### config.mk
export PLATFORM = sky130hd
export DESIGN_NAME = pin_check_with_lockout_unit
export DESIGN_NICKNAME = d
export VERILOG_FILES = /design/src/hdl/pcl_pkg.sv /design/src/hdl/pcl_attempt.sv /design/src/hdl/pcl_retry.sv /design/src/hdl/pin_check_with_lockout_unit.sv
export SDC_FILE = /design/constraint.sdc
export NUM_CORES = 1
export LEC_CHECK = 0
export ABC_AREA = 1
export BUFFER_PORTS_ARGS = -buffer_cell sky130_fd_sc_hd__buf_2
export CAP_MARGIN = 20
export CORE_MARGIN = 3
export CORE_UTILIZATION = 57
export DETAILED_ROUTE_END_ITERATION = 8
export PLACE_DENSITY = 0.75
export SETUP_SLACK_MARGIN = 0.05
export SYNTH_ARGS = -nofsm -noshare
export SYNTH_HDL_FRONTEND = slang
export SYNTH_SLANG_ARGS = --single-unit
### constraint.sdc
create_clock -name clk -period 7.6 [get_ports clk]
set_clock_uncertainty 0.15 [all_clocks]
set_input_delay 1.52 -clock clk [delete_from_list [all_inputs] [get_ports clk]]
set_output_delay 1.52 -clock clk [all_outputs]
set_load 0.03 [all_outputs]
### src/hdl/pcl_pkg.sv
// pcl_pkg: shared types, codes and constants for the PIN check with lockout block.
// No dependencies; imported by every module of the block.
`default_nettype none

package pcl_pkg;

  localparam int PIN_LEN_DEFAULT = 16;

  localparam int CHAR_W     = 8;
  localparam int KIND_W     = 2;
  localparam int GLEN_W     = 5;
  localparam int STREAK_W   = 8;
  localparam int SECS_W     = 12;
  localparam int TIME_W     = 32;
  localparam int LOCK_MS_W  = 22;   // 4095 s * 1000 fits
  localparam int CFG_DATA_W = 64;
  localparam int CFG_IDX_W  = 3;
  localparam int STATUS_W   = 2;

  // input kind codes; the fourth code is ignored
  localparam logic [KIND_W-1:0] KIND_CHAR = 2'd0;
  localparam logic [KIND_W-1:0] KIND_END  = 2'd1;
  localparam logic [KIND_W-1:0] KIND_NONE = 2'd2;

  // configuration register indexes
  localparam logic [CFG_IDX_W-1:0] CFG_PIN_LO    = 3'd0;
  localparam logic [CFG_IDX_W-1:0] CFG_PIN_HI    = 3'd1;
  localparam logic [CFG_IDX_W-1:0] CFG_PIN_LEN   = 3'd2;
  localparam logic [CFG_IDX_W-1:0] CFG_MAX_WRONG = 3'd3;
  localparam logic [CFG_IDX_W-1:0] CFG_LOCK_SECS = 3'd4;

  typedef enum logic [STATUS_W-1:0] {
    STAT_OK      = 2'd0,
    STAT_WRONG   = 2'd1,
    STAT_LOCKED  = 2'd2,
    STAT_MISSING = 2'd3
  } status_t;

  // reset values
  localparam logic [GLEN_W-1:0]   PIN_LEN_RST   = 5'd6;
  localparam logic [STREAK_W-1:0] MAX_WRONG_RST = 8'd5;
  localparam logic [SECS_W-1:0]   LOCK_SECS_RST = 12'd60;

  // arithmetic constants
  localparam int MS_PER_SEC  = 1000;
  localparam int ROUND_UP    = 999;
  localparam int RETRY_MAX   = 4095;
  localparam int SAT_LIMIT   = 4095000;   // above this, ceil(ms/1000) > 4095
  localparam int GLEN_MAX    = 31;
  localparam int STREAK_MAX  = 255;
  // floor(v/1000) = (v * RECIP) >> RECIP_SHIFT, exact for v < 2^22
  localparam int RECIP       = 4294968;
  localparam int RECIP_W     = 23;
  localparam int RECIP_SHIFT = 32;

  // attempt stage result handed to the retry stage
  typedef struct packed {
    status_t                status;
    logic                   div;    // retry comes from the time left
    logic                   sat;    // time left saturates the retry count
    logic [LOCK_MS_W-1:0]   rnd;    // time left plus round-up term
    logic [SECS_W-1:0]      secs;   // retry for all other results
  } att_res_t;

endpackage

`default_nettype wire

### src/hdl/pcl_attempt.sv
// pcl_attempt: input register, configuration registers, attempt state and the
// registered per-attempt result. Depends on pcl_pkg.
`default_nettype none

module pcl_attempt import pcl_pkg::*; #(
  parameter int MAX_PIN_LEN = PIN_LEN_DEFAULT
) (
  input  logic                  clk,
  input  logic                  rst_n,
  input  logic                  in_valid,
  output logic                  in_ready,
  input  logic [KIND_W-1:0]     in_kind,
  input  logic [CHAR_W-1:0]     in_char_code,
  input  logic                  in_last_char,
  input  logic [TIME_W-1:0]     in_now_ms,
  input  logic                  cfg_we,
  input  logic [CFG_IDX_W-1:0]  cfg_index,
  input  logic [CFG_DATA_W-1:0] cfg_wdata,
  output logic                  res_valid,
  input  logic                  res_ready,
  output att_res_t              res
);

  localparam int IDX_W = (MAX_PIN_LEN > 1) ? $clog2(MAX_PIN_LEN) : 1;
  localparam int HALF  = CFG_DATA_W / CHAR_W;

  // input register
  logic                  a_valid_r;
  logic [KIND_W-1:0]     a_kind_r;
  logic [CHAR_W-1:0]     a_char_r;
  logic                  a_last_r;
  logic [TIME_W-1:0]     a_now_r;

  // configuration
  logic [CHAR_W-1:0]     pin_r [MAX_PIN_LEN];
  logic [GLEN_W-1:0]     pin_len_r;
  logic [STREAK_W-1:0]   max_wrong_r;
  logic [SECS_W-1:0]     lock_secs_r;
  logic [LOCK_MS_W-1:0]  lock_ms_r;

  // attempt state
  logic [STREAK_W-1:0]   streak_r, streak_nxt;
  logic [TIME_W-1:0]     until_r, until_nxt;
  logic [GLEN_W-1:0]     glen_r, glen_nxt;
  logic                  mis_r, mis_nxt;

  // result register
  logic                  b_valid_r;
  att_res_t              b_res_r;

  logic                  has_res;
  logic                  a_proc, a_free, b_free;
  logic [IDX_W-1:0]      cidx;
  logic                  in_range;
  logic [CHAR_W-1:0]     stored;
  logic [GLEN_W-1:0]     glen_c;
  logic                  mis_c;
  logic [TIME_W-1:0]     diff;
  logic                  lock_on, expired;
  logic [STREAK_W-1:0]   streak_base, streak_inc;
  logic                  match;
  logic [TIME_W-1:0]     deadline, deadline_fix;
  att_res_t              res_c;

  assign cidx     = glen_r[IDX_W-1:0];
  assign in_range = (glen_r < GLEN_W'(MAX_PIN_LEN));
  assign stored   = (in_range && (glen_r < pin_len_r)) ? pin_r[cidx] : '0;

  // lock test against the registered deadline
  assign diff    = until_r - a_now_r;
  assign lock_on = (until_r != '0) && (diff != '0) && !diff[TIME_W-1];
  assign expired = (until_r != '0) && !lock_on;

  assign streak_base = expired ? '0 : streak_r;
  assign streak_inc  = (streak_base != STREAK_W'(STREAK_MAX)) ? streak_base + 1'b1
                                                              : streak_base;

  assign deadline     = a_now_r + TIME_W'(lock_ms_r);
  assign deadline_fix = (deadline == '0) ? TIME_W'(1) : deadline;

  always_comb begin
    has_res = 1'b0;
    glen_c  = glen_r;
    mis_c   = mis_r;
    case (a_kind_r) inside
      KIND_CHAR: begin
        mis_c   = mis_r | (in_range && (a_char_r != stored));
        glen_c  = (glen_r != GLEN_W'(GLEN_MAX)) ? glen_r + 1'b1 : glen_r;
        has_res = a_last_r;
      end
      KIND_END, KIND_NONE: begin
        has_res = 1'b1;
      end
      default: begin
        has_res = 1'b0;
      end
    endcase
  end

  assign match = !mis_c && (glen_c == pin_len_r);

  always_comb begin
    glen_nxt   = glen_c;
    mis_nxt    = mis_c;
    streak_nxt = streak_r;
    until_nxt  = until_r;
    res_c.status = STAT_WRONG;
    res_c.div    = 1'b0;
    res_c.sat    = (diff > TIME_W'(SAT_LIMIT));
    res_c.rnd    = diff[LOCK_MS_W-1:0] + LOCK_MS_W'(ROUND_UP);
    res_c.secs   = '0;
    if (has_res) begin
      glen_nxt   = '0;
      mis_nxt    = 1'b0;
      until_nxt  = expired ? '0 : until_r;
      streak_nxt = streak_base;
      if (lock_on) begin
        res_c.status = STAT_LOCKED;
        res_c.div    = 1'b1;
      end else if (a_kind_r == KIND_NONE) begin
        res_c.status = STAT_MISSING;
      end else if (match) begin
        streak_nxt   = '0;
        res_c.status = STAT_OK;
      end else begin
        streak_nxt = streak_inc;
        if (streak_inc >= max_wrong_r) begin
          until_nxt    = deadline_fix;
          res_c.status = STAT_LOCKED;
          res_c.secs   = lock_secs_r;
        end else begin
          res_c.status = STAT_WRONG;
        end
      end
    end
  end

  // items without a result never wait on the result register
  assign b_free   = !b_valid_r || res_ready;
  assign a_proc   = a_valid_r && (b_free || !has_res);
  assign a_free   = !a_valid_r || a_proc;
  assign in_ready = a_free;

  always_ff @(posedge clk) begin
    if (!rst_n) begin
      a_valid_r   <= 1'b0;
      b_valid_r   <= 1'b0;
      streak_r    <= '0;
      until_r     <= '0;
      glen_r      <= '0;
      mis_r       <= 1'b0;
      pin_len_r   <= PIN_LEN_RST;
      max_wrong_r <= MAX_WRONG_RST;
      lock_secs_r <= LOCK_SECS_RST;
      lock_ms_r   <= LOCK_MS_W'(LOCK_SECS_RST) * LOCK_MS_W'(MS_PER_SEC);
      for (int j = 0; j < MAX_PIN_LEN; j++) begin
        pin_r[j] <= '0;
      end
    end else begin
      if (a_free) begin
        a_valid_r <= in_valid;
      end
      if (a_proc && has_res) begin
        b_valid_r <= 1'b1;
      end else if (res_ready) begin
        b_valid_r <= 1'b0;
      end
      if (a_proc) begin
        streak_r <= streak_nxt;
        until_r  <= until_nxt;
        glen_r   <= glen_nxt;
        mis_r    <= mis_nxt;
      end
      // writes must arrive only while idle, which the block does not enforce; PIN writes drop any lockout
      if (cfg_we) begin
        unique case (cfg_index)
          CFG_PIN_LO: begin
            for (int j = 0; j < MAX_PIN_LEN; j++) begin
              if (j < HALF) begin
                pin_r[j] <= cfg_wdata[CHAR_W*(j % HALF) +: CHAR_W];
              end
            end
            streak_r <= '0;
            until_r  <= '0;
          end
          CFG_PIN_HI: begin
            for (int j = 0; j < MAX_PIN_LEN; j++) begin
              if (j >= HALF) begin
                pin_r[j] <= cfg_wdata[CHAR_W*(j % HALF) +: CHAR_W];
              end
            end
            streak_r <= '0;
            until_r  <= '0;
          end
          CFG_PIN_LEN: begin
            pin_len_r <= cfg_wdata[GLEN_W-1:0];
            streak_r  <= '0;
            until_r   <= '0;
          end
          CFG_MAX_WRONG: begin
            max_wrong_r <= cfg_wdata[STREAK_W-1:0];
          end
          CFG_LOCK_SECS: begin
            lock_secs_r <= cfg_wdata[SECS_W-1:0];
            lock_ms_r   <= LOCK_MS_W'(cfg_wdata[SECS_W-1:0]) * LOCK_MS_W'(MS_PER_SEC);
          end
          default: begin
          end
        endcase
      end
    end
  end

  always_ff @(posedge clk) begin
    if (in_valid && a_free) begin
      a_kind_r <= in_kind;
      a_char_r <= in_char_code;
      a_last_r <= in_last_char;
      a_now_r  <= in_now_ms;
    end
    if (a_proc && has_res) begin
      b_res_r <= res_c;
    end
  end

  assign res_valid = b_valid_r;
  assign res       = b_res_r;

endmodule

`default_nettype wire

### src/hdl/pcl_retry.sv
// pcl_retry: converts the time left into whole seconds (reciprocal multiply)
// and holds the output register. Depends on pcl_pkg.
`default_nettype none

module pcl_retry import pcl_pkg::*; (
  input  logic                clk,
  input  logic                rst_n,
  input  logic                res_valid,
  output logic                res_ready,
  input  att_res_t            res,
  output logic                out_valid,
  input  logic                out_ready,
  output logic [STATUS_W-1:0] out_status,
  output logic [SECS_W-1:0]   out_retry_seconds
);

  localparam int PROD_W = LOCK_MS_W + RECIP_W;

  logic                out_valid_r;
  status_t             out_status_r;
  logic [SECS_W-1:0]   out_retry_r;

  logic [PROD_W-1:0]   prod;
  logic [SECS_W-1:0]   quot;
  logic [SECS_W-1:0]   retry_c;

  assign prod = PROD_W'(res.rnd) * PROD_W'(RECIP);
  assign quot = prod[RECIP_SHIFT +: SECS_W];

  always_comb begin
    if (!res.div) begin
      retry_c = res.secs;
    end else if (res.sat) begin
      retry_c = SECS_W'(RETRY_MAX);
    end else begin
      retry_c = quot;
    end
  end

  assign res_ready = !out_valid_r || out_ready;

  always_ff @(posedge clk) begin
    if (!rst_n) begin
      out_valid_r <= 1'b0;
    end else if (res_ready) begin
      out_valid_r <= res_valid;
    end
  end

  always_ff @(posedge clk) begin
    if (res_valid && res_ready) begin
      out_status_r <= res.status;
      out_retry_r  <= retry_c;
    end
  end

  assign out_valid         = out_valid_r;
  assign out_status        = out_status_r;
  assign out_retry_seconds = out_retry_r;

endmodule

`default_nettype wire

### src/hdl/pin_check_with_lockout_unit.sv
// pin_check_with_lockout_unit: top level of the PIN check with lockout block.
// Depends on pcl_pkg, pcl_attempt and pcl_retry.
//
// Takes one input item per cycle while the result path is not stalled: guess
// characters, end-of-guess marks and missing-guess marks, each stamped with a
// millisecond time. Every finished attempt produces one result (status and
// seconds left until unlock); other items produce none. An item goes through
// three registers (input, attempt, output); the input register loads at the
// transfer edge, and the result then moves into the attempt and output
// registers in turn. The attempt stage updates the wrong streak, lock deadline
// and guess compare state once per item, which sets the one-item-per-cycle
// rate; the seconds-left division is done in the output stage by a reciprocal
// multiply. Configuration writes take effect at once and must be issued only
// while no attempt is in flight; writing any PIN register clears the wrong
// streak and any running lockout.
`default_nettype none

module pin_check_with_lockout_unit import pcl_pkg::*; #(
  parameter int MAX_PIN_LEN = PIN_LEN_DEFAULT
) (
  input  logic                  clk,
  input  logic                  rst_n,
  input  logic                  in_valid,
  output logic                  in_ready,
  input  logic [KIND_W-1:0]     in_kind,
  input  logic [CHAR_W-1:0]     in_char_code,
  input  logic                  in_last_char,
  input  logic [TIME_W-1:0]     in_now_ms,
  output logic                  out_valid,
  input  logic                  out_ready,
  output logic [STATUS_W-1:0]   out_status,
  output logic [SECS_W-1:0]     out_retry_seconds,
  input  logic                  cfg_we,
  input  logic [CFG_IDX_W-1:0]  cfg_index,
  input  logic [CFG_DATA_W-1:0] cfg_wdata
);

  logic     res_valid;
  logic     res_ready;
  att_res_t res;

  pcl_attempt #(
    .MAX_PIN_LEN (MAX_PIN_LEN)
  ) u_attempt (
    .clk          (clk),
    .rst_n        (rst_n),
    .in_valid     (in_valid),
    .in_ready     (in_ready),
    .in_kind      (in_kind),
    .in_char_code (in_char_code),
    .in_last_char (in_last_char),
    .in_now_ms    (in_now_ms),
    .cfg_we       (cfg_we),
    .cfg_index    (cfg_index),
    .cfg_wdata    (cfg_wdata),
    .res_valid    (res_valid),
    .res_ready    (res_ready),
    .res          (res)
  );

  pcl_retry u_retry (
    .clk               (clk),
    .rst_n             (rst_n),
    .res_valid         (res_valid),
    .res_ready         (res_ready),
    .res               (res),
    .out_valid         (out_valid),
    .out_ready         (out_ready),
    .out_status        (out_status),
    .out_retry_seconds (out_retry_seconds)
  );

endmodule

`default_nettype wire

Word-level counts from Yosys, hierarchy flattened. Memories as Yosys holds them, arrays and structs flattened. A register that Yosys moved wholly into a read port is not among the register bits. Cells that the tools add are included.

Add/sub/neg operators: 5. Bitwise logic cells: 19. Eq/ne operators: 10. Muxes and demuxes: 63. Multiply operators: 2. $lt $le $gt $ge: 4. Reduce and logical (&&, ||, !) cells: 33.

Operator list (number): 2-to-1 mux 32 bit (10); 2-to-1 mux 8 bit (26); nonzero test 32 bit (2); multiplier 22 x 20 -> 41 bit (second input constant) (1); adder 32 x 22 -> 32 bit (1); greater-than comparator 32 x 22 -> 1 bit (second input constant) (1); zero test 32 bit (1); subtractor 32 bit (1); 2-to-1 mux 12 bit (2); adder 22 x 10 -> 22 bit (second input constant) (1); multiplier 12 x 7 -> 19 bit (second input constant) (1); bitwise OR 1 bit (17); 2-to-1 mux 1 bit (16); 2-to-1 mux 5 bit (3); logical AND 1 bit (10); adder 8 x 1 -> 8 bit (second input constant) (1); >= comparator 8 bit (1); 2-to-1 mux 2 bit (4); 2-to-1 mux 4 bit (2); != test 8 bit (1); != test 8 bit (second input constant) (1); zero test 1 bit (7); equality test 3 x 2 -> 1 bit (second input constant) (2); AND reduction 2 bit (3); other kinds (17) (21).

Word-level logic and storage cells: 159. Bits of input ports: 115. Bits in registers: 188. Output and inout port bits: 16. Memories: 1. Bits in writable memories: 128.

Memory list: u_attempt.pin_r (words 16, width 8, read ports 1, clocked after memory_dff 1, wr ports 16, RTL line pcl_attempt.sv:35) `logic [CHAR_W-1:0] pin_r [MAX_PIN_LEN];`.

Logic depth before layout (Yosys ltp). Gate-level depths: netlist (run 1).

Depth in word-level cells: 18. Mapped depth: 45. Mapped depth without buffers: 42.

By module. From an unflattened synthesis (run 1), not the netlist that was laid out.

Cells, all modules: 3397. Area, all modules: 26694.4 sq um.

Modules (own cells, without submodules): pcl_attempt (area an instance 19142.1 sq um, sequential area each 8157.8 sq um, times used 1, cells an instance 2390); pcl_retry (area an instance 7552.2 sq um, sequential area each 440.4 sq um, times used 1, cells an instance 1007).

Worst setup path after synthesis (run 1). Ideal clock, no wire load.

Path kind: input to register. From: in cfg_index[2]. To: mem u_attempt.pin_r[10][0] (enable). Required time: 6868 ps. Buffers on the path: 1. Stages: 4. Library setup time: 582 ps. Arrival time: 6533 ps. Path slack: 336 ps. Cells stage by stage: clkbuf_1 > inv_1 > nand2_1 > o31ai_1.

RTL lines: start, declared (RTL line pin_check_with_lockout_unit.sv:34) `input logic [CFG_IDX_W-1:0] cfg_index,`; end, declared (RTL line pcl_attempt.sv:35).

Final worst setup path (run 1).
From: reg u_attempt.a_now_r[2]. To: reg u_attempt.until_r[0].

Word-level cells in the longest chain between the ends: 18. Elaborated cells on any way between the ends: 24. Those cells by class: 3 x add/sub; 1 x order compare; 1 x eq/ne; 12 x mux; 7 x reduce/logical.

Ends and longest elaborated chain: start, declared (RTL line pcl_attempt.sv:32) `logic [TIME_W-1:0] a_now_r;`; start signal, assigned (RTL line pcl_attempt.sv:219) `a_now_r <= in_now_ms;`; subtractor 32 bit (RTL line pcl_attempt.sv:70) `assign diff = until_r - a_now_r;`; nonzero test 32 bit (RTL line pcl_attempt.sv:71) `assign lock_on = (until_r != '0) && (diff != '0) && !diff[TIME_W-1];`; logical AND 1 bit (2 in a row) (RTL line pcl_attempt.sv:71); zero test 1 bit (RTL line pcl_attempt.sv:72) `assign expired = (until_r != '0) && !lock_on;`; logical AND 1 bit (RTL line pcl_attempt.sv:72); 2-to-1 mux 8 bit (RTL line pcl_attempt.sv:74) `assign streak_base = expired ? '0 : streak_r;`; adder 8 x 1 -> 8 bit / != test 8 bit (equally long branches) (RTL line pcl_attempt.sv:75) `assign streak_inc = (streak_base != STREAK_W'(STREAK_MAX)) ? streak_base + 1'b1`; 2-to-1 mux 8 bit (RTL line pcl_attempt.sv:75); >= comparator 8 bit (RTL line pcl_attempt.sv:127) `if (streak_inc >= max_wrong_r) begin`; 2-to-1 mux 32 bit (RTL line pcl_attempt.sv:127); 2-to-1 mux 32 bit (RTL line pcl_attempt.sv:122) `end else if (match) begin`; 2-to-1 mux 32 bit (RTL line pcl_attempt.sv:120) `end else if (a_kind_r == KIND_NONE) begin`; 2-to-1 mux 32 bit * (RTL line pcl_attempt.sv:117) `if (lock_on) begin`; 2-to-1 mux 32 bit * (RTL line pcl_attempt.sv:112) `if (has_res) begin`; 2-to-1 mux 32 bit * (RTL line pcl_attempt.sv:168) `if (a_proc) begin`; 2-to-1 mux 32 bit (RTL line pcl_attempt.sv:176) `unique case (cfg_index)`; 2-to-1 mux 32 bit * (RTL line pcl_attempt.sv:175) `if (cfg_we) begin`; end signal, assigned (RTL line pcl_attempt.sv:170) `until_r <= until_nxt;`; end, declared (RTL line pcl_attempt.sv:43) `logic [TIME_W-1:0] until_r, until_nxt;`.

Mark *: on every way between the ends. The rest lies on a longest branch, timed or not. A chain may end at the register's enable or synchronous reset.

==> metrics.cfg, run 1 <==
[outcome]
outcome = complete, no violations

[global_routing]
antenna_found_initial = 0
grt_usage_pct = 29.4
grt_start_max_net_pins = 66
grt_pass1_vias = 21300
grt_pass1_wl_mm = 111
overflow = 0

[final_layout]
n_antenna_cell = 0
nNetsFinal = 3783
drive_gt1_share_pct = 9.91
syn_to_final_growth_pct = 9.18
stdcell_area_um2 = 28500
final_common_cell = nand2_1
post-route-util_pct = 63.6
final_cell_mix = 611 x nand2_1, 579 x inv_1, 291 x ha_1
stdcell_count = 3860

[pwr]
power.density_nw_per_um2 = 270
combPwrFrac_pct = 50.8
p_int_mw = 4.41
ir_drop_mv = 0.378
power_frac_clock_pct = 22.6
seq_power_share_pct = 26.6
power_mw = 7.68
p_sw_mw = 3.27
power.leakage_nw = 13.8
switching_share_pct = 42.6

[timing]
fmax_ghz = 0.163
final_max_slew_viol_count = 0
slew_headroom_pct = 27.2
layout_min_cycle_time_ps = 6150
worstMarginPinSlew_ps = 1090
final.setup.tns_ps = 0
finalCritPeriodShare_pct = 80.9
hold_viol_final = 0
rsz0062_at_grt = false
setup-violations-final = 0
setup_ws_ps = 1450
holdWs_ps = 260

[worst_setup_path]
required_ps = 7930
r2r_end = u_attempt.until_r[0]
path_class = reg -> reg
critPathMaxFanout = 28
ff2ff_path_depth = 38
max_stage_delay_ps = 450
cp.arrival_ps = 6470
cp-end-kind = flip-flop
crit_start = u_attempt.a_now_r[2]
regToRegStartpoint = u_attempt.a_now_r[2]
startpoint_type = flip-flop
crit_path_end = u_attempt.until_r[0]
r2r_slack_ps = 1450
crit_slowest_cell = edfxtp_1
cpMostUsedCell = nand2_1

[clocking]
cts_post_setup_buffers_inserted = 0
cts.repair.resized = 0
cts_tree = done
cts_root_buf = clkbuf_16
htreeDepth = 2
clk_pin_slew_ps = 70
clock_latency_ps = 570
clockBufferDepth = 3
cts_sinks = 318
cts_hold_buffers = 0
cts_buffers = 36

[logic_synthesis]
synth_top_family_by_area = adder cells
synth_mux_area_share_pct = 0
synth-compound-area-share_pct = 8.84
ys_warn_count = 0
post_synth_xor_area_fraction_pct = 2.74
synth.largest_area_cell = edfxtp_1
postSynthCellCount = 3127
synthAdderAreaFrac_pct = 24.5
syn_nets = 3670
yosysSeqAreaShare_pct = 33.0
synth.area.top_cells = edfxtp_1 26%, ha_1 14%, fa_1 11%, nand2_1 8.8%, inv_1 8.4%
ys_async_sr_fraction_pct = 0
synth-edff-count = 223
ys_ff_latch = 318
syn_area_um2 = 26100
synthFlopType = edfxtp_1
synth_simple_gate_area_share_pct = 21.0
synth_top_area_share_pct = 25.7
netlist-cell-type-count = 57
avgSynthCellArea_um2 = 8.33

[route]
post-route-drc-count = 0
wirelength_mm = 69.7
vias_per_cell = 5.54
wl_per_cell_um = 18.1
num_vias = 21400
drtPass1Iterations = 5
ant_nets = 0
initialDrtViolationCount = 1713

[place]
io_buffers = 130
gp_congestion = 0.964
place_area_um2 = 27200
place_inst = 3792
pre_cts_slack_ps = 1280
dp_hpwl_mm = 55.5

[die]
rows = 77
io_pins = 131
die-area_um2 = 48300
core_um2 = 44700
die_h_um = 220
die_x_um = 220
floorplan.initialDensity_pct = 58.3

[worst_hold_path]
min_path_type = reg -> reg

[run]
maxCapViolations = 0

-- how the worst min path moves through the flow --
stage	from	cells after the start	to
after detailed placement	u_attempt.res[37]	0	u_retry.out_status[1]
after floorplan	u_attempt.res[36]	0	u_retry.out_status[0]
after global placement	u_attempt.res[36]	0	u_retry.out_status[0]
final	u_attempt.res[37]	0	u_retry.out_status[1]
after CTS	u_attempt.res[37]	0	u_retry.out_status[1]
after global routing	u_attempt.res[37]	0	u_retry.out_status[1]
-- worst max-delay path: cells and delay by family (launching register included) --
family / cells / cell delay [ps]
flops: 1 / 450
buf+inv: 7 / 950
compound gates: 4 / 830
simple gates: 24 / 2810
fa+ha+maj: 3 / 820
-- area by class of cell --
type | count | area [um^2]
flip-flops and latches | 318 | 8600
clock buffers | 48 | 976
multi-input cells | 2143 | 14900
well taps | 592 | 741
clock inverters | 18 | 196
inverters | 594 | 2240
fillers | 3886 | 16300
repair buffers | 147 | 803
-- synth_stat cells (all sizes together), types with 7 or more instances --
cell type,count
a21oi,213
a31oi,7
buf,31
clkbuf,41
clkinv,7
dfxtp,95
edfxtp,223
fa,137
ha,291
inv,587
nand2,649
nand3,201
nand3b,14
nand4,41
nor2,213
nor3,77
nor4,14
o211ai,10
o21ai,138
o21bai,11
o22ai,10
or2,8
xnor2,24
xor2,55
-- state kept, by name (all words and copies together) (netlist names), named ones only --
name                       count
u_attempt.pin_r              128
u_attempt.res                 38
u_attempt.lock_ms_r           17
u_attempt.lock_secs_r         12
u_attempt.mis_r                1
u_attempt.pin_len_r            5
u_attempt.a_kind_r             2
u_attempt.a_last_r             1
u_attempt.until_r             32
u_attempt.a_now_r             32
u_attempt.a_char_r             8
u_attempt.streak_r             8
u_retry.out_valid              1
u_attempt.a_valid_r            1
u_attempt.glen_r               5
u_attempt.max_wrong_r          8
u_retry.out_status             2
u_attempt.res_valid            1
u_retry.out_retry_seconds     12
-- per-layer routing --
metal | share of wire (%) | GRT usage (%) | vias to the layer above
met5 | 0 | 0 | -
met4 | 3.2 | 9.04 | 0
met3 | 6.0 | 3.60 | 128
met2 | 48 | 50.0 | 665
met1 | 43 | 39.5 | 10200
li1 | - | - | 10400
-- kinds of logic (layout without fill, tap and decap cells) --
logic type               after synthesis  in the layout
adder cells (fa/ha/maj)              428            428
XOR/XNOR                              79             79
flip-flops                           318            318
AO/OA/AOI/OAI                        414            414
buffers and inverters                666            807
AND/OR/NAND/NOR                     1222           1222
-- power groups by stage --
stage                     combinational (mW)  sequential [mW]  clock (mW)
after floorplan                         2.82             2.06           0
after global placement                  3.80             2.07           0
after detailed placement                3.85             2.08           0
after CTS                               3.89             2.04        1.75
after global routing                    4.44             2.05        1.83
final                                   3.90             2.04        1.73
No activity file was read; power rests on OpenSTA's default activity.
==> run 2, diff against run 1 <==
==> constraint.sdc (replaced) <==
create_clock -name clk -period 5.5 [get_ports clk]
set_clock_uncertainty 0.15 [all_clocks]
set_input_delay 1.1 -clock clk [delete_from_list [all_inputs] [get_ports clk]]
set_output_delay 1.1 -clock clk [all_outputs]
set_load 0.03 [all_outputs]
==> run 2 against run 1 <==
  * The flow now finishes with violations (setup timing)
  * Cell area up 8.9%
  * Critical endpoint is now u_retry.out_retry_seconds[8]
  * Core utilization rose by 5.7 points
  * Hold slack gained 19 ps
  * Critical path type unchanged
  * First-iteration DRC count is 22% higher
  * Via count grew 6.1%
  * Sequential share of layout area down 2.5 points
  * Clock power increased by 39%
  * Highest routed layer unchanged
  * Global-route usage grew 1.1 points
==> metrics.cfg, run 2 (synthesized netlist as in run 1, its figures left out) <==
[die]
die_x_um = 220
core_um2 = 44700
floorplan.initialDensity_pct = 58.3
rows = 77
die-area_um2 = 48300
io_pins = 131
die_h_um = 220

[outcome]
outcome = finished with violations
violations = setup timing

[worst_setup_path]
ff2ff_path_depth = 25
startpoint_type = flip-flop
crit_slowest_cell = fa_1
cp.arrival_ps = 5880
max_stage_delay_ps = 540
required_ps = 5650
critPathMaxFanout = 3
path_class = reg -> reg
cp-end-kind = flip-flop
cpMostUsedCell = fa_1

[global_routing]
grt_usage_pct = 30.5
grt_pass1_wl_mm = 116
antenna_found_initial = 0
grt_start_max_net_pins = 65
overflow = 0
grt_pass1_vias = 22400

[clocking]
cts_tree = done
cts_buffers = 37
cts_hold_buffers = 0
cts_root_buf = clkbuf_16
clk_pin_slew_ps = 70
clockBufferDepth = 3
htreeDepth = 2
cts_sinks = 318
clock_latency_ps = 560

[timing]
hold_viol_final = 0
setup_ws_ps = -222
worstMarginPinSlew_ps = 1110
final.setup.tns_ps = -542
fmax_ghz = 0.175
rsz0062_at_grt = true
layout_min_cycle_time_ps = 5720
finalCritPeriodShare_pct = 104
setup-violations-final = 6
final_max_slew_viol_count = 0
slew_headroom_pct = 25.7

[pwr]
combPwrFrac_pct = 61.2
seq_power_share_pct = 20.9
power_mw = 13.4
power.leakage_nw = 14.8
p_sw_mw = 5.63
power_frac_clock_pct = 17.9
power.density_nw_per_um2 = 433
p_int_mw = 7.80
ir_drop_mv = 0.777
switching_share_pct = 41.9

[route]
post-route-drc-count = 0
ant_nets = 0
drtPass1Iterations = 5
wl_per_cell_um = 18.6
vias_per_cell = 5.63
wirelength_mm = 75.3
initialDrtViolationCount = 2082
num_vias = 22700

[worst_hold_path]
min_path_type = reg -> reg
min_path_cells = 0

[final_layout]
regMostFlops = u_attempt.pin_r
largest_reg_flops = 128
final_common_cell = nand2_1
syn_to_final_growth_pct = 18.9
post-route-util_pct = 69.3
n_antenna_cell = 0
final_cell_mix = 582 x nand2_1, 561 x inv_1, 236 x ha_1
nNetsFinal = 3960
drive_gt1_share_pct = 19.9
stdcell_count = 4038

[place]
io_buffers = 130
dp_hpwl_mm = 57.3
gp_congestion = 1.01
place_inst = 3919

[run]
maxCapViolations = 0

run 2: changes by cell type in the layout (fill, tap and decap cells not counted), moves of 17 or more:
cell and delta:
a21oi_1 -26, a21oi_2 +19, buf_4 +157, ha_1 -55
ha_2 +18, ha_4 +37, inv_1 -18, inv_2 +18
nand2_1 -29, nand2_2 +28, nor2_1 -22, o21ai_0 -17
run 2: stage by stage:
stage          hold slack, ps  setup slack (ps)  area [um^2]
2_1_floorplan             250              55.9        26100
5_1_grt                   294              -391        31000
3_5_place_dp              270              -295        28300
6_report                  278              -222        31000
3_3_place_gp              260              -212        28200
4_1_cts                   281              -148        30000
run 2: final cells by class:
type / instances / area (um^2)
multi-input cells: 2143 / 15900
fillers: 3526 / 13700
flip-flops and latches: 318 / 8600
repair buffers: 323 / 2270
inverters: 594 / 2240
clock buffers: 53 / 1040
well taps: 592 / 741
clock inverters: 15 / 140
run 2: final timing paths:
check,endpoint,from,slack [ps]
max,u_retry.out_retry_seconds[8],u_attempt.res[20],-220
min,u_retry.out_status[1],u_attempt.res[37],280
max reg2reg,u_retry.out_retry_seconds[8],u_attempt.res[20],-220
min reg2reg,u_retry.out_status[1],u_attempt.res[37],280
run 2: critical path: cells and delay by family (launching register included):
kind,cells,cell delay (ps)
compound gates,7,1020
fa+ha+maj,7,2810
buf+inv,5,470
flops,1,480
simple gates,6,530
run 2: metal layers:
layer | GRT usage, % | up-vias | share of wire, %
li1 | - | 10800 | -
met1 | 40.4 | 10900 | 41
met2 | 53.0 | 835 | 49
met3 | 3.20 | 177 | 5.9
met4 | 9.53 | 0 | 3.4
met5 | 0 | - | 0
run 2: what timing repair did:
item                                    4_1_cts  5_1_grt
pin swaps                                    59       57
setup buffers                                20       27
endpoints found under the setup margin       36       60
resized for setup                            81      160
cloned                                        1        3
run 2: power by group through the flow:
stage | clock network (mW) | logic, mW | registers, mW
floorplan | 0 | 3.91 | 2.84
global placement | 0 | 5.84 | 2.85
detailed placement | 0 | 5.96 | 2.85
CTS | 2.43 | 7.03 | 2.80
global route | 2.53 | 8.99 | 2.81
finish | 2.40 | 8.22 | 2.80
==> run 3, diff against run 2 <==
--- a/config.mk
+++ b/config.mk
@@ -5,7 +5,6 @@
 export SDC_FILE = /design/constraint.sdc
 export NUM_CORES = 1
 export LEC_CHECK = 0
-export ABC_AREA = 1
 export BUFFER_PORTS_ARGS = -buffer_cell sky130_fd_sc_hd__buf_2
 export CAP_MARGIN = 20
 export CORE_MARGIN = 3
==> run 3 against run 2 <==
  * The run still ends with setup timing left
  * Clock power is 6% lower
  * Cell area fell by 2.7%
  * Global-route usage fell by 1.2 points
  * Via count shrank 16%
  * Sequential cell count is the same
  * Die area decreased by 6.6%
  * Power is 28% lower
  * Synthesized cell count fell by 27%
  * Worst setup slack worse by 940 ps
  * Register-to-register slack worse by 940 ps
  * Maximum frequency fell by 14%
  * Hold slack worse by 5.7 ps
  * Critical endpoint is now u_attempt.until_r[1]
==> metrics.cfg, run 3 <==
[global_routing]
grt_usage_pct = 29.4
grt_start_max_net_pins = 81
grt_pass1_vias = 19600
grt_pass1_wl_mm = 103
antenna_found_initial = 4
overflow = 0

[route]
ant_nets = 0
num_vias = 19000
post-route-drc-count = 0
wl_per_cell_um = 19.7
initialDrtViolationCount = 1247
vias_per_cell = 5.71
drtPass1Iterations = 5
wirelength_mm = 65.7

[worst_setup_path]
path_class = reg -> reg
max_stage_delay_ps = 510
cp-end-kind = flip-flop
startpoint_type = flip-flop
cp.arrival_ps = 7000
required_ps = 5830
crit_slowest_cell = or4_4
critPathMaxFanout = 8

[pwr]
power_frac_clock_pct = 23.3
power.density_nw_per_um2 = 321
p_int_mw = 6.16
switching_share_pct = 36.4
ir_drop_mv = 0.271
p_sw_mw = 3.52
seq_power_share_pct = 28.7
combPwrFrac_pct = 48.0
power.leakage_nw = 13.6

[logic_synthesis]
avgSynthCellArea_um2 = 10.6
synth.largest_area_cell = edfxtp_1
postSynthCellCount = 2289
synthFlopType = edfxtp_1
syn_area_um2 = 24300
synth.area.top_cells = edfxtp_1 28%, ha_1 15%, fa_1 11%, dfxtp_1 7.8%, inv_1 4.7%
ys_ff_latch = 318
ys_warn_count = 0
synth_top_area_share_pct = 27.6
ys_async_sr_fraction_pct = 0
yosysSeqAreaShare_pct = 35.4
netlist-cell-type-count = 77
synth-edff-count = 223
synthTopCellsByCount = 305 x inv_1, 291 x ha_1, 223 x edfxtp_1
synth.most_common_cell = inv_1
syn_nets = 2832

[timing]
hold_viol_final = 0
finalCritPeriodShare_pct = 121
final_max_slew_viol_count = 0
fmax_ghz = 0.150
worstMarginPinSlew_ps = 1140
setup-violations-final = 58
slew_headroom_pct = 23.7
rsz0062_at_grt = true
setup_ws_ps = -1170
holdWs_ps = 273
layout_min_cycle_time_ps = 6670
final.setup.tns_ps = -58060

[die]
io_pins = 131
rows = 74
core_um2 = 41500
die-area_um2 = 45100
die_h_um = 212
die_x_um = 212
floorplan.initialDensity_pct = 58.5

[clocking]
clock_latency_ps = 560
cts_root_buf = clkbuf_16
cts_buffers = 35
clk_pin_slew_ps = 60
htreeDepth = 2
clockBufferDepth = 3
cts_tree = done
cts_sinks = 318

[final_layout]
nNetsFinal = 3318
syn_to_final_growth_pct = 24.1
final_common_cell = buf_4
drive_gt1_share_pct = 25.8
largest_reg_flops = 128
stdcell_area_um2 = 30100
regMostFlops = u_attempt.pin_r
final_cell_mix = 364 x buf_4, 296 x inv_1, 275 x ha_1

[outcome]
violations = setup timing
outcome = finished with violations

[place]
io_buffers = 130
pre_cts_slack_ps = -1280
dp_hpwl_mm = 51.6
gp_congestion = 0.940
place_area_um2 = 28200

[worst_hold_path]
min_path_type = reg -> reg

[run]
maxCapViolations = 0

==> run 3: changes by cell type after synthesis, moves of 31 or more <==
| cell | previous run | this run |
|---|---|---|
| xnor2_1 | 22 | 79 |
| nand3_1 | 170 | 39 |
| and2_1 | 1 | 145 |
| nor3_1 | 77 | 38 |
| inv_1 | 581 | 305 |
| nor2_1 | 205 | 85 |
| nor2b_1 | 0 | 34 |
| nand2_1 | 611 | 154 |
| mux4_2 | 0 | 32 |
| o21ai_0 | 132 | 69 |
| and3_1 | 2 | 33 |
| a21oi_1 | 191 | 76 |
| nand2_2 | 33 | 0 |
==> run 3: routing by layer <==
metal | routed length [um] | track usage [%] | vias to the layer above
met5 | 43 | 0 | -
met4 | 3110 | 12.6 | 6
met3 | 4100 | 5.02 | 172
met1 | 26700 | 37.9 | 9309
li1 | - | - | 9017
met2 | 31700 | 49.2 | 545
==> run 3: final timing paths <==
check / start / end / slack (ps) / cells after the start
worst max-delay path: u_attempt.a_now_r[6] / u_attempt.until_r[1] / -1170 / 31
worst min-delay path: u_attempt.res[36] / u_retry.out_status[0] / 270 / 0
worst max register to register: u_attempt.a_now_r[6] / u_attempt.until_r[1] / -1170 / 31
worst min register to register: u_attempt.res[36] / u_retry.out_status[0] / 270 / 0
==> run 3: cell families (layout without fill, tap and decap cells) <==
| kind of cell | count (synthesis) | count (layout) | synth area share (%) |
|---|---|---|---|
| other | 0 | 1 | 0 |
| AOI/OAI and AO/OA | 386 | 386 | 11.0 |
| buffers and inverters | 365 | 877 | 5.71 |
| DFF | 318 | 318 | 35.4 |
| xor gates and xnor gates | 109 | 109 | 3.93 |
| adders and majority gates | 428 | 428 | 26.3 |
| muxes | 59 | 59 | 4.10 |
| and+or+nand+nor | 624 | 624 | 13.5 |
==> run 3: metrics by stage <==
| step | std cells | total power [mW] | utilization (%) |
|---|---|---|---|
| floorplan | 2289 | 5.41 | - |
| global placement | 3232 | 6.76 | 68.0 |
| detailed placement | 3232 | 6.93 | 68.0 |
| CTS | 3312 | 9.48 | 71.5 |
| global route | 3334 | 10.4 | 72.6 |
| finish | 3334 | 9.68 | 72.6 |
==> run 3: layout make-up <==
cell class	count	area [um^2]
antenna	1	2.50
timing repair buffer	509	3660
sequential	318	8600
clock buffer	48	976
tap	532	666
fill	2902	11400
multi-input combinational	1606	15000
clock inverter	15	119
inverter	305	1150
==> run 3: power by group through the flow <==
stage / combinational (mW) / sequential, mW / clock [mW]
3_3_place_gp: 3.93 / 2.83 / 0
4_1_cts: 4.41 / 2.78 / 2.29
6_report: 4.64 / 2.78 / 2.25
3_5_place_dp: 4.09 / 2.83 / 0
5_1_grt: 5.17 / 2.79 / 2.39
2_1_floorplan: 2.59 / 2.81 / 0
==> run 3: critical path, delay by kind of cell (launching register included) <==
| kind | cells | cell delay (ps) |
|---|---|---|
| AO/OA/AOI/OAI | 13 | 2500 |
| multiplexers | 1 | 310 |
| adder cells (fa/ha/maj) | 3 | 620 |
| buffers and inverters | 5 | 660 |
| flip-flops | 1 | 410 |
| AND/OR/NAND/NOR | 9 | 1940 |
==> run 3: repair_timing <==
item / CTS / global route
cloned: 1 / 3
endpoints found under the setup margin: 58 / 63
hold buffers: 0 / 0
setup buffers: 16 / 18
pin swaps: 35 / 52
resized for setup: 53 / 54
